===== src/design/mrbm_pkg.sv =====
// ----------------------------------------------------------------------------
// mrbm_pkg
// Shared types and fixed constants of the max-rectangle block.
// ----------------------------------------------------------------------------
`default_nettype none

package mrbm_pkg;

    localparam int CFG_W    = 7;
    localparam int AREA_W   = 13;
    localparam int IN_TD_W  = 8;
    localparam int OUT_TD_W = 16;

    localparam logic [CFG_W-1:0]  COLS_RESET = 7'd64;
    localparam logic [AREA_W-1:0] AREA_MAX   = 13'd8191;

    typedef enum logic [2:0] {
        S_CLEAR,
        S_IDLE,
        S_READ,
        S_POP,
        S_POP_LOAD,
        S_FLUSH,
        S_FLUSH_LOAD,
        S_DONE
    } state_t;

    typedef struct packed {
        logic mul_en;
        logic note_en;
        logic clear_best;
    } area_ctl_t;

endpackage

`default_nettype wire


===== src/design/mrbm_ram.sv =====
// ----------------------------------------------------------------------------
// mrbm_ram
// Generic simple dual-port RAM, one write and one registered read port.
// ----------------------------------------------------------------------------
`default_nettype none

module mrbm_ram #(
    parameter int WIDTH = 8,
    parameter int DEPTH = 64,
    parameter int AW    = (DEPTH > 1) ? $clog2(DEPTH) : 1
) (
    input  wire logic             clk,
    input  wire logic             we,
    input  wire logic [AW-1:0]    waddr,
    input  wire logic [WIDTH-1:0] wdata,
    input  wire logic             re,
    input  wire logic [AW-1:0]    raddr,
    output logic      [WIDTH-1:0] rdata
);

    logic [WIDTH-1:0] mem [DEPTH];

    always_ff @(posedge clk)
    begin
        if (we)
        begin
            mem[waddr] <= wdata;
        end
        if (re)
        begin
            rdata <= mem[raddr];
        end
    end

endmodule

`default_nettype wire


===== src/design/mrbm_area.sv =====
// ----------------------------------------------------------------------------
// mrbm_area
// Rectangle area multiply, saturation and running best area.
// ----------------------------------------------------------------------------
`default_nettype none

module mrbm_area
    import mrbm_pkg::*;
#(
    parameter int MAX_COLS = 64,
    parameter int MAX_ROWS = 64
) (
    input  wire logic                          clk,
    input  wire logic                          rst_n,
    input  wire area_ctl_t                     ctl,
    input  wire logic [$clog2(MAX_ROWS+1)-1:0] height,
    input  wire logic [$clog2(MAX_COLS+1)-1:0] width,
    output logic      [AREA_W-1:0]             best
);

    localparam int HW     = $clog2(MAX_ROWS + 1);
    localparam int CNT_W  = $clog2(MAX_COLS + 1);
    localparam int PROD_W = HW + CNT_W;
    localparam int EXT_W  = (PROD_W > AREA_W) ? PROD_W : AREA_W;

    logic [PROD_W-1:0] prod_reg;
    logic [EXT_W-1:0]  prod_ext;
    logic [AREA_W-1:0] area_sat;
    logic [AREA_W-1:0] best_reg;
    logic [AREA_W-1:0] best_next;

    always_ff @(posedge clk)
    begin
        if (ctl.mul_en)
        begin
            prod_reg <= PROD_W'(height) * PROD_W'(width);
        end
    end

    always_comb
    begin
        prod_ext = EXT_W'(prod_reg);
        if (prod_ext > EXT_W'(AREA_MAX))
        begin
            area_sat = AREA_MAX;
        end
        else
        begin
            area_sat = prod_ext[AREA_W-1:0];
        end

        best_next = best_reg;
        if (ctl.clear_best)
        begin
            best_next = '0;
        end
        else if (ctl.note_en && (area_sat > best_reg))
        begin
            best_next = area_sat;
        end
    end

    always_ff @(posedge clk or negedge rst_n)
    begin
        if (!rst_n)
        begin
            best_reg <= '0;
        end
        else
        begin
            best_reg <= best_next;
        end
    end

    assign best = best_reg;

endmodule

`default_nettype wire


===== src/design/max_rectangle_binary_matrix.sv =====
// ----------------------------------------------------------------------------
// max_rectangle_binary_matrix
// Largest all-ones rectangle of a streamed binary matrix.
// ----------------------------------------------------------------------------
// Cells enter one request at a time in row-major order on the slave stream
// (tdata[0] = cell, tlast = final cell of the matrix); cols_in_use, written
// through cfg_wr_en/cfg_wr_data, sets the row width (0 acts as 1, values above
// MAX_COLS act as MAX_COLS). Column heights sit in one RAM and the histogram
// stack in a second RAM, both with a registered read. A cell passes through
// accept, height read-modify-write and push, with a pop and a load step per
// stack pop; a row end adds a flush step plus a pop and a load step per bar
// still on the stack. Each pop needs its load step because of the stack RAM
// registered read: the new top of stack is known only the cycle after a pop.
// After reset and after every final cell a pass over all MAX_COLS entries
// zeroes the height RAM; no cell is taken during it (configuration writes are
// still taken). The result sits in an output register, so cells of the next
// matrix are taken while it waits; only a second final cell stalls on it.
// ----------------------------------------------------------------------------
`default_nettype none

module max_rectangle_binary_matrix
    import mrbm_pkg::*;
#(
    parameter int MAX_COLS = 64,
    parameter int MAX_ROWS = 64
) (
    input  wire logic                 clk,
    input  wire logic                 rst_n,
    // slave stream: tdata[0] = cell_req, tdata[7:1] = zero; tlast = last_cell
    input  wire logic                 s_axis_tvalid,
    output logic                      s_axis_tready,
    input  wire logic [IN_TD_W-1:0]   s_axis_tdata,
    input  wire logic                 s_axis_tlast,
    // master stream: tdata[12:0] = largest area, tdata[15:13] = zero
    output logic                      m_axis_tvalid,
    input  wire logic                 m_axis_tready,
    output logic      [OUT_TD_W-1:0]  m_axis_tdata,
    // cols_in_use register write
    input  wire logic                 cfg_wr_en,
    input  wire logic [CFG_W-1:0]     cfg_wr_data
);

    localparam int IDX_W = (MAX_COLS > 1) ? $clog2(MAX_COLS) : 1;
    localparam int CNT_W = $clog2(MAX_COLS + 1);
    localparam int HW    = $clog2(MAX_ROWS + 1);
    localparam int ENT_W = IDX_W + CNT_W + HW;
    localparam int CMP_W = (CNT_W > CFG_W) ? CNT_W : CFG_W;

    // control state
    state_t              state_reg,    state_next;
    logic [IDX_W-1:0]    clr_cnt_reg,  clr_cnt_next;
    logic [IDX_W-1:0]    pos_reg,      pos_next;
    logic [CNT_W-1:0]    depth_reg,    depth_next;
    logic [CFG_W-1:0]    cols_reg;
    logic                out_valid_reg, out_valid_next;

    // payload
    logic                cell_reg,     cell_next;
    logic                last_reg,     last_next;
    logic [HW-1:0]       h_reg,        h_next;
    logic [IDX_W-1:0]    top_idx_reg,  top_idx_next;
    logic [CNT_W-1:0]    top_left_reg, top_left_next;
    logic [HW-1:0]       top_h_reg,    top_h_next;
    logic [AREA_W-1:0]   out_area_reg, out_area_next;

    // height RAM
    logic                hram_we;
    logic [IDX_W-1:0]    hram_waddr;
    logic [HW-1:0]       hram_wdata;
    logic                hram_re;
    logic [HW-1:0]       hram_rdata;

    // stack RAM: entries below the top of stack, {idx, left, height}
    logic                sram_we;
    logic [IDX_W-1:0]    sram_waddr;
    logic [ENT_W-1:0]    sram_wdata;
    logic                sram_re;
    logic [IDX_W-1:0]    sram_raddr;
    logic [ENT_W-1:0]    sram_rdata;

    // area unit
    area_ctl_t           area_ctl;
    logic [HW-1:0]       area_height;
    logic [CNT_W-1:0]    area_width;
    logic [AREA_W-1:0]   best_area;

    logic [CNT_W-1:0]    cols_eff;
    logic [CNT_W-1:0]    pos_plus1;
    logic                row_end;
    logic                in_accept;
    logic                out_accept;

    // effective row width, clamped to 1..MAX_COLS
    always_comb
    begin
        if (cols_reg == '0)
        begin
            cols_eff = CNT_W'(1);
        end
        else if (CMP_W'(cols_reg) > CMP_W'(MAX_COLS))
        begin
            cols_eff = CNT_W'(MAX_COLS);
        end
        else
        begin
            cols_eff = CNT_W'(cols_reg);
        end
    end

    assign pos_plus1  = CNT_W'(pos_reg) + CNT_W'(1);
    assign row_end    = (pos_plus1 >= cols_eff) || last_reg;
    assign in_accept  = s_axis_tvalid && s_axis_tready;
    assign out_accept = m_axis_tvalid && m_axis_tready;

    always_comb
    begin
        state_next     = state_reg;
        clr_cnt_next   = clr_cnt_reg;
        pos_next       = pos_reg;
        depth_next     = depth_reg;
        out_valid_next = out_valid_reg && !out_accept;
        cell_next      = cell_reg;
        last_next      = last_reg;
        h_next         = h_reg;
        top_idx_next   = top_idx_reg;
        top_left_next  = top_left_reg;
        top_h_next     = top_h_reg;
        out_area_next  = out_area_reg;

        s_axis_tready  = 1'b0;
        hram_we        = 1'b0;
        hram_waddr     = pos_reg;
        hram_wdata     = h_reg;
        hram_re        = 1'b0;
        sram_we        = 1'b0;
        sram_waddr     = IDX_W'(depth_reg - CNT_W'(1));
        sram_wdata     = {top_idx_reg, top_left_reg, top_h_reg};
        sram_re        = 1'b0;
        sram_raddr     = IDX_W'(depth_reg - CNT_W'(2));
        area_ctl       = '0;
        area_height    = top_h_reg;
        area_width     = CNT_W'(pos_reg) - top_left_reg;

        case (state_reg)
            S_CLEAR:
            begin
                // zero one height per cycle
                hram_we    = 1'b1;
                hram_waddr = clr_cnt_reg;
                hram_wdata = '0;
                clr_cnt_next = clr_cnt_reg + IDX_W'(1);
                if (clr_cnt_reg == IDX_W'(MAX_COLS - 1))
                begin
                    state_next = S_IDLE;
                end
            end

            S_IDLE:
            begin
                s_axis_tready = 1'b1;
                hram_re       = 1'b1;
                if (in_accept)
                begin
                    cell_next  = s_axis_tdata[0];
                    last_next  = s_axis_tlast;
                    state_next = S_READ;
                end
            end

            S_READ:
            begin
                // height read-modify-write, saturating at MAX_ROWS
                if (!cell_reg)
                begin
                    h_next = '0;
                end
                else if (hram_rdata < HW'(MAX_ROWS))
                begin
                    h_next = hram_rdata + HW'(1);
                end
                else
                begin
                    h_next = HW'(MAX_ROWS);
                end
                hram_we    = 1'b1;
                hram_wdata = h_next;
                state_next = S_POP;
            end

            S_POP:
            begin
                if ((depth_reg != '0) && (top_h_reg >= h_reg))
                begin
                    // pop a bar no lower than the new one, right bound = pos
                    area_ctl.mul_en = 1'b1;
                    sram_re    = (depth_reg >= CNT_W'(2));
                    depth_next = depth_reg - CNT_W'(1);
                    state_next = S_POP_LOAD;
                end
                else
                begin
                    // push: the old top goes to RAM, the new bar into registers
                    sram_we       = (depth_reg != '0);
                    top_idx_next  = pos_reg;
                    top_left_next = (depth_reg != '0) ?
                                    (CNT_W'(top_idx_reg) + CNT_W'(1)) : '0;
                    top_h_next    = h_reg;
                    depth_next    = depth_reg + CNT_W'(1);
                    if (row_end)
                    begin
                        state_next = S_FLUSH;
                    end
                    else
                    begin
                        pos_next   = pos_reg + IDX_W'(1);
                        state_next = S_IDLE;
                    end
                end
            end

            S_POP_LOAD, S_FLUSH_LOAD:
            begin
                area_ctl.note_en = 1'b1;
                if (depth_reg != '0)
                begin
                    {top_idx_next, top_left_next, top_h_next} = sram_rdata;
                end
                state_next = (state_reg == S_POP_LOAD) ? S_POP : S_FLUSH;
            end

            S_FLUSH:
            begin
                // end of row: empty the stack, right bound = pos + 1
                area_width = pos_plus1 - top_left_reg;
                if (depth_reg != '0)
                begin
                    area_ctl.mul_en = 1'b1;
                    sram_re    = (depth_reg >= CNT_W'(2));
                    depth_next = depth_reg - CNT_W'(1);
                    state_next = S_FLUSH_LOAD;
                end
                else
                begin
                    pos_next   = '0;
                    state_next = last_reg ? S_DONE : S_IDLE;
                end
            end

            S_DONE:
            begin
                // hand the best area to the output register once it is free
                if (!out_valid_reg || m_axis_tready)
                begin
                    out_area_next       = best_area;
                    out_valid_next      = 1'b1;
                    area_ctl.clear_best = 1'b1;
                    clr_cnt_next        = '0;
                    state_next          = S_CLEAR;
                end
            end

            default:
            begin
                state_next = S_CLEAR;
            end
        endcase
    end

    always_ff @(posedge clk or negedge rst_n)
    begin
        if (!rst_n)
        begin
            state_reg     <= S_CLEAR;
            clr_cnt_reg   <= '0;
            pos_reg       <= '0;
            depth_reg     <= '0;
            out_valid_reg <= 1'b0;
            cols_reg      <= COLS_RESET;
        end
        else
        begin
            state_reg     <= state_next;
            clr_cnt_reg   <= clr_cnt_next;
            pos_reg       <= pos_next;
            depth_reg     <= depth_next;
            out_valid_reg <= out_valid_next;
            if (cfg_wr_en)
            begin
                cols_reg <= cfg_wr_data;
            end
        end
    end

    always_ff @(posedge clk)
    begin
        cell_reg     <= cell_next;
        last_reg     <= last_next;
        h_reg        <= h_next;
        top_idx_reg  <= top_idx_next;
        top_left_reg <= top_left_next;
        top_h_reg    <= top_h_next;
        out_area_reg <= out_area_next;
    end

    mrbm_ram #(
        .WIDTH (HW),
        .DEPTH (MAX_COLS)
    ) u_height_ram (
        .clk   (clk),
        .we    (hram_we),
        .waddr (hram_waddr),
        .wdata (hram_wdata),
        .re    (hram_re),
        .raddr (pos_reg),
        .rdata (hram_rdata)
    );

    mrbm_ram #(
        .WIDTH (ENT_W),
        .DEPTH (MAX_COLS)
    ) u_stack_ram (
        .clk   (clk),
        .we    (sram_we),
        .waddr (sram_waddr),
        .wdata (sram_wdata),
        .re    (sram_re),
        .raddr (sram_raddr),
        .rdata (sram_rdata)
    );

    mrbm_area #(
        .MAX_COLS (MAX_COLS),
        .MAX_ROWS (MAX_ROWS)
    ) u_area (
        .clk    (clk),
        .rst_n  (rst_n),
        .ctl    (area_ctl),
        .height (area_height),
        .width  (area_width),
        .best   (best_area)
    );

    assign m_axis_tvalid = out_valid_reg;
    assign m_axis_tdata  = OUT_TD_W'(out_area_reg);

endmodule

`default_nettype wire


===== config.mk =====
export PLATFORM = sky130hd
export DESIGN_NAME = max_rectangle_binary_matrix
export DESIGN_NICKNAME = d
export VERILOG_FILES = /design/src/design/mrbm_pkg.sv /design/src/design/mrbm_ram.sv /design/src/design/mrbm_area.sv /design/src/design/max_rectangle_binary_matrix.sv
export SDC_FILE = /design/constraint.sdc
export NUM_CORES = 2
export LEC_CHECK = 0
export BUFFER_PORTS_ARGS = -buffer_cell sky130_fd_sc_hd__buf_4
export CORE_ASPECT_RATIO = 0.6
export CORE_MARGIN = 5
export CORE_UTILIZATION = 60
export DETAILED_ROUTE_END_ITERATION = 7
export GPL_ROUTABILITY_DRIVEN = 0
export PLACE_DENSITY = 0.79
export SYNTH_ARGS = -nofsm -noshare
export SYNTH_HDL_FRONTEND = slang
export SYNTH_SLANG_ARGS = --single-unit

===== constraint.sdc =====
create_clock -name clk -period 12 [get_ports clk]
set_input_delay 1.2 -clock clk [delete_from_list [all_inputs] [get_ports clk]]
set_output_delay 1.2 -clock clk [all_outputs]
set_load 0.05 [all_outputs]

==> reports/summary.txt <==
Setup WS pre-CTS: 4880 ps
Syn Inst Count: 3,770
drt drc: 0
largest net degree at the start of global routing: 109
proportion of layout cells with a drive suffix above 1: 0.227
WS Path Type: reg2reg
Max Buffers Root-to-Sink: 3
RSZ-0062 raised after global routing: no
CTS tree: done
critical path depth: 25
worst hold slack: 469 ps
Post-CTS Setup Repair Bufs: 0
Core Box Area: 124,000 sq um
Post-Syn Area per Cell: 19.8 sq um
final worst setup slack: 4600 ps
post-placement cell area: 77,200 sq um
post-synth top area cell: edfxtp_1
CP required: 12,510 ps
power density cells: 289 nW/um^2
Fmax: 135 MHz
final setup vio count: 0
Die Wd: 465 um
Leakage: 26.5 nW
CTS H-tree lvls: 4
Final period util: 0.617
R2R depth: 25
HPWL after DPL: 103,000 um
crit path buf inv count: 5
Max FO, Critical Path: 15
critical path's largest stage delay: 920 ps
kind of start point of the critical path: flop
post-synthesis async set-or-reset flop share: 0.0232
Critical Path AT: 7910 ps
number of global-route vias before repair: 38,200
first-pass detailed-route iteration total: 8
Final Cell Area: 82,200 sq um
hold path cells: 0
die span in y: 283 um
via count: 38,800
Yosys top cell area share: 0.729
worst min path class: reg2reg
Routed Antenna Nets: 0
Finished Layout Cells: 5,648
vias per cell: 6.87
Worst VDD drop: 0.565 mV
port bufs: 28
synth top area cells: edfxtp_1, mux4_2, mux2i_1, dfrtp_1, ha_1
final WL: 178,000 um
post-synthesis sequential area ratio: 0.744
GRT Util Overall: 0.271
Resized Gates After CTS: 0
initial antenna violation count: 6
Yosys reg bits: 1,854
Final Hold Fails: 0
Max-Cap Viols: 0
final setup TNS: 0 ps
Slew Limit Fails: 0
Root Buffer: clkbuf_16
CP max stage cell: nor3b_1
Yosys warnings: 0
Top Ports: 39
die area: 132,000 sq um
utilization after layout: 0.664
Slew @ Worst Pin: 1290 ps
total power: 23.7 mW
Regs by FF count: u_stack_ram.mem x1280, u_height_ram.mem x448, u_stack_ram.rdata x20
Clk Latency, worst-skew pair: 780 ps
Main synth FF type: edfxtp_1
# hold bufs at CTS: 0
Wirelength per Cell: 31.5 um
# nets final: 4,018
crit path capture type: flop
clock sinks: 1,854
Num CTS Buffers: 157
clock skew: 28.9 ps
DRT iter0 DRCs: 6,463
global route overflow: 0
Layout Area Growth over Synthesis: 10.2%
first-pass GRT wire length: 261,000 um
CP top delay family: adder cells
Most flops, register: u_stack_ram.mem
# rows: 100
Cell Count Post-Placement: 5,368
max reg flops: 1,280
Synth cell types: 71
EDFF count, synth: 1,811
Worst slew margin: 0.138
synthesized area: 74,600 sq um
status: finished, final reports clean
Tmin final: 7400 ps
initial core utilization: 0.603
Worst-path clk slew: 70 ps
## worst paths after layout
kind | start | end | slack, ps
setup reg to reg | state_reg[2]$_DFFE_PN0P_ | u_area.prod_ext[11]$_DFFE_PP_ | 4600
hold reg to reg | u_area.best[3]$_DFFE_PN0P_ | out_area_reg[3]$_DFFE_PP_ | 470
hold / removal | u_area.best[3]$_DFFE_PN0P_ | out_area_reg[3]$_DFFE_PP_ | 470
setup / recovery | state_reg[2]$_DFFE_PN0P_ | u_area.prod_ext[11]$_DFFE_PP_ | 4600
min in group asynchronous | rst_n | u_area.best[11]$_DFFE_PN0P_ | 490
max in group asynchronous | rst_n | depth_reg[1]$_DFFE_PN0P_ | 10920
## synth_stat cells (4+ instances only)
| cell | number |
|---|---|
| edfxtp_1 | 1811 |
| a22oi_1 | 30 |
| mux2i_1 | 109 |
| ha_1 | 77 |
| buf_6 | 7 |
| a2bb2oi_1 | 4 |
| nand2b_1 | 13 |
| o21ai_0 | 39 |
| o41ai_1 | 5 |
| xnor2_1 | 30 |
| a21oi_1 | 29 |
| inv_1 | 91 |
| a21o_1 | 8 |
| a22o_1 | 8 |
| buf_2 | 65 |
| dfrtp_1 | 42 |
| nand2_1 | 256 |
| a211oi_1 | 16 |
| xor2_1 | 16 |
| nand4_1 | 10 |
| o21a_1 | 9 |
| a32o_1 | 21 |
| o31ai_1 | 30 |
| nor2b_1 | 12 |
| and2_1 | 33 |
| fa_1 | 25 |
| nand3_1 | 72 |
| nor4_1 | 4 |
| clkbuf_1 | 81 |
| buf_1 | 15 |
| a31oi_1 | 5 |
| nor3_1 | 12 |
| mux2_2 | 7 |
| nor3b_1 | 7 |
| o22ai_1 | 17 |
| a32oi_1 | 20 |
| and3_1 | 7 |
| o221ai_1 | 22 |
| nor2_1 | 201 |
| mux4_2 | 439 |
| buf_4 | 18 |
## logic make-up after synthesis
kind of cell	after synthesis	synth area share
DFF	1854	0.744
buffers and inverters	281	0.0168
xor gates and xnor gates	47	0.00562
and+or+nand+nor	643	0.0378
other	1	0.0000503
AOI/OAI and AO/OA	286	0.0281
adders and majority gates	102	0.0196
muxes	556	0.148
## layer usage
metal  up-vias  track usage  wire, um
li1      15500            -         -
met1     19900        0.422     68400
met2      3017        0.375     77400
met3       374       0.0891     27100
met4         8       0.0745      4690
met5         -            0        55
## report_power, final
part           switching [mW]  leakage (nW)  internal, mW
sequential              0.378          16.9          8.57
clock                    2.29          2.44          2.80
combinational            6.08          7.18          3.60
## cell usage in the layout, fill, tap and decap left out, types with 12 or more instances in the layout
master | Yosys | routed
a211oi_1 | 16 | 16
a21oi_1 | 29 | 29
a22oi_1 | 30 | 30
a32o_1 | 21 | 21
a32oi_1 | 20 | 20
and2_1 | 33 | 32
buf_4 | 18 | 145
bufinv_16 | 0 | 15
clkbuf_1 | 81 | 30
clkbuf_16 | 0 | 162
clkinv_1 | 3 | 34
clkinv_2 | 0 | 25
dfrtp_1 | 42 | 37
edfxtp_1 | 1811 | 1811
fa_1 | 25 | 25
ha_1 | 77 | 76
inv_1 | 91 | 91
mux2i_1 | 109 | 109
mux4_2 | 439 | 439
nand2_1 | 256 | 256
nand2b_1 | 13 | 13
nand3_1 | 72 | 72
nor2_1 | 201 | 137
nor2_2 | 0 | 64
nor3_1 | 12 | 12
o21ai_0 | 39 | 39
o221ai_1 | 22 | 22
o22ai_1 | 17 | 15
o31ai_1 | 30 | 28
xnor2_1 | 30 | 29
xor2_1 | 16 | 16
## cell type report
type | count | area (sq um)
flip-flops and latches | 1854 | 55500
fillers | 7514 | 41600
multi-input cells | 1637 | 18100
clock buffers | 193 | 4180
well taps | 1632 | 2040
repair buffers | 150 | 1190
clock inverters | 86 | 837
inverters | 95 | 357
diodes | 1 | 2.50
Note: power is estimated with default switching activity, not from simulation.
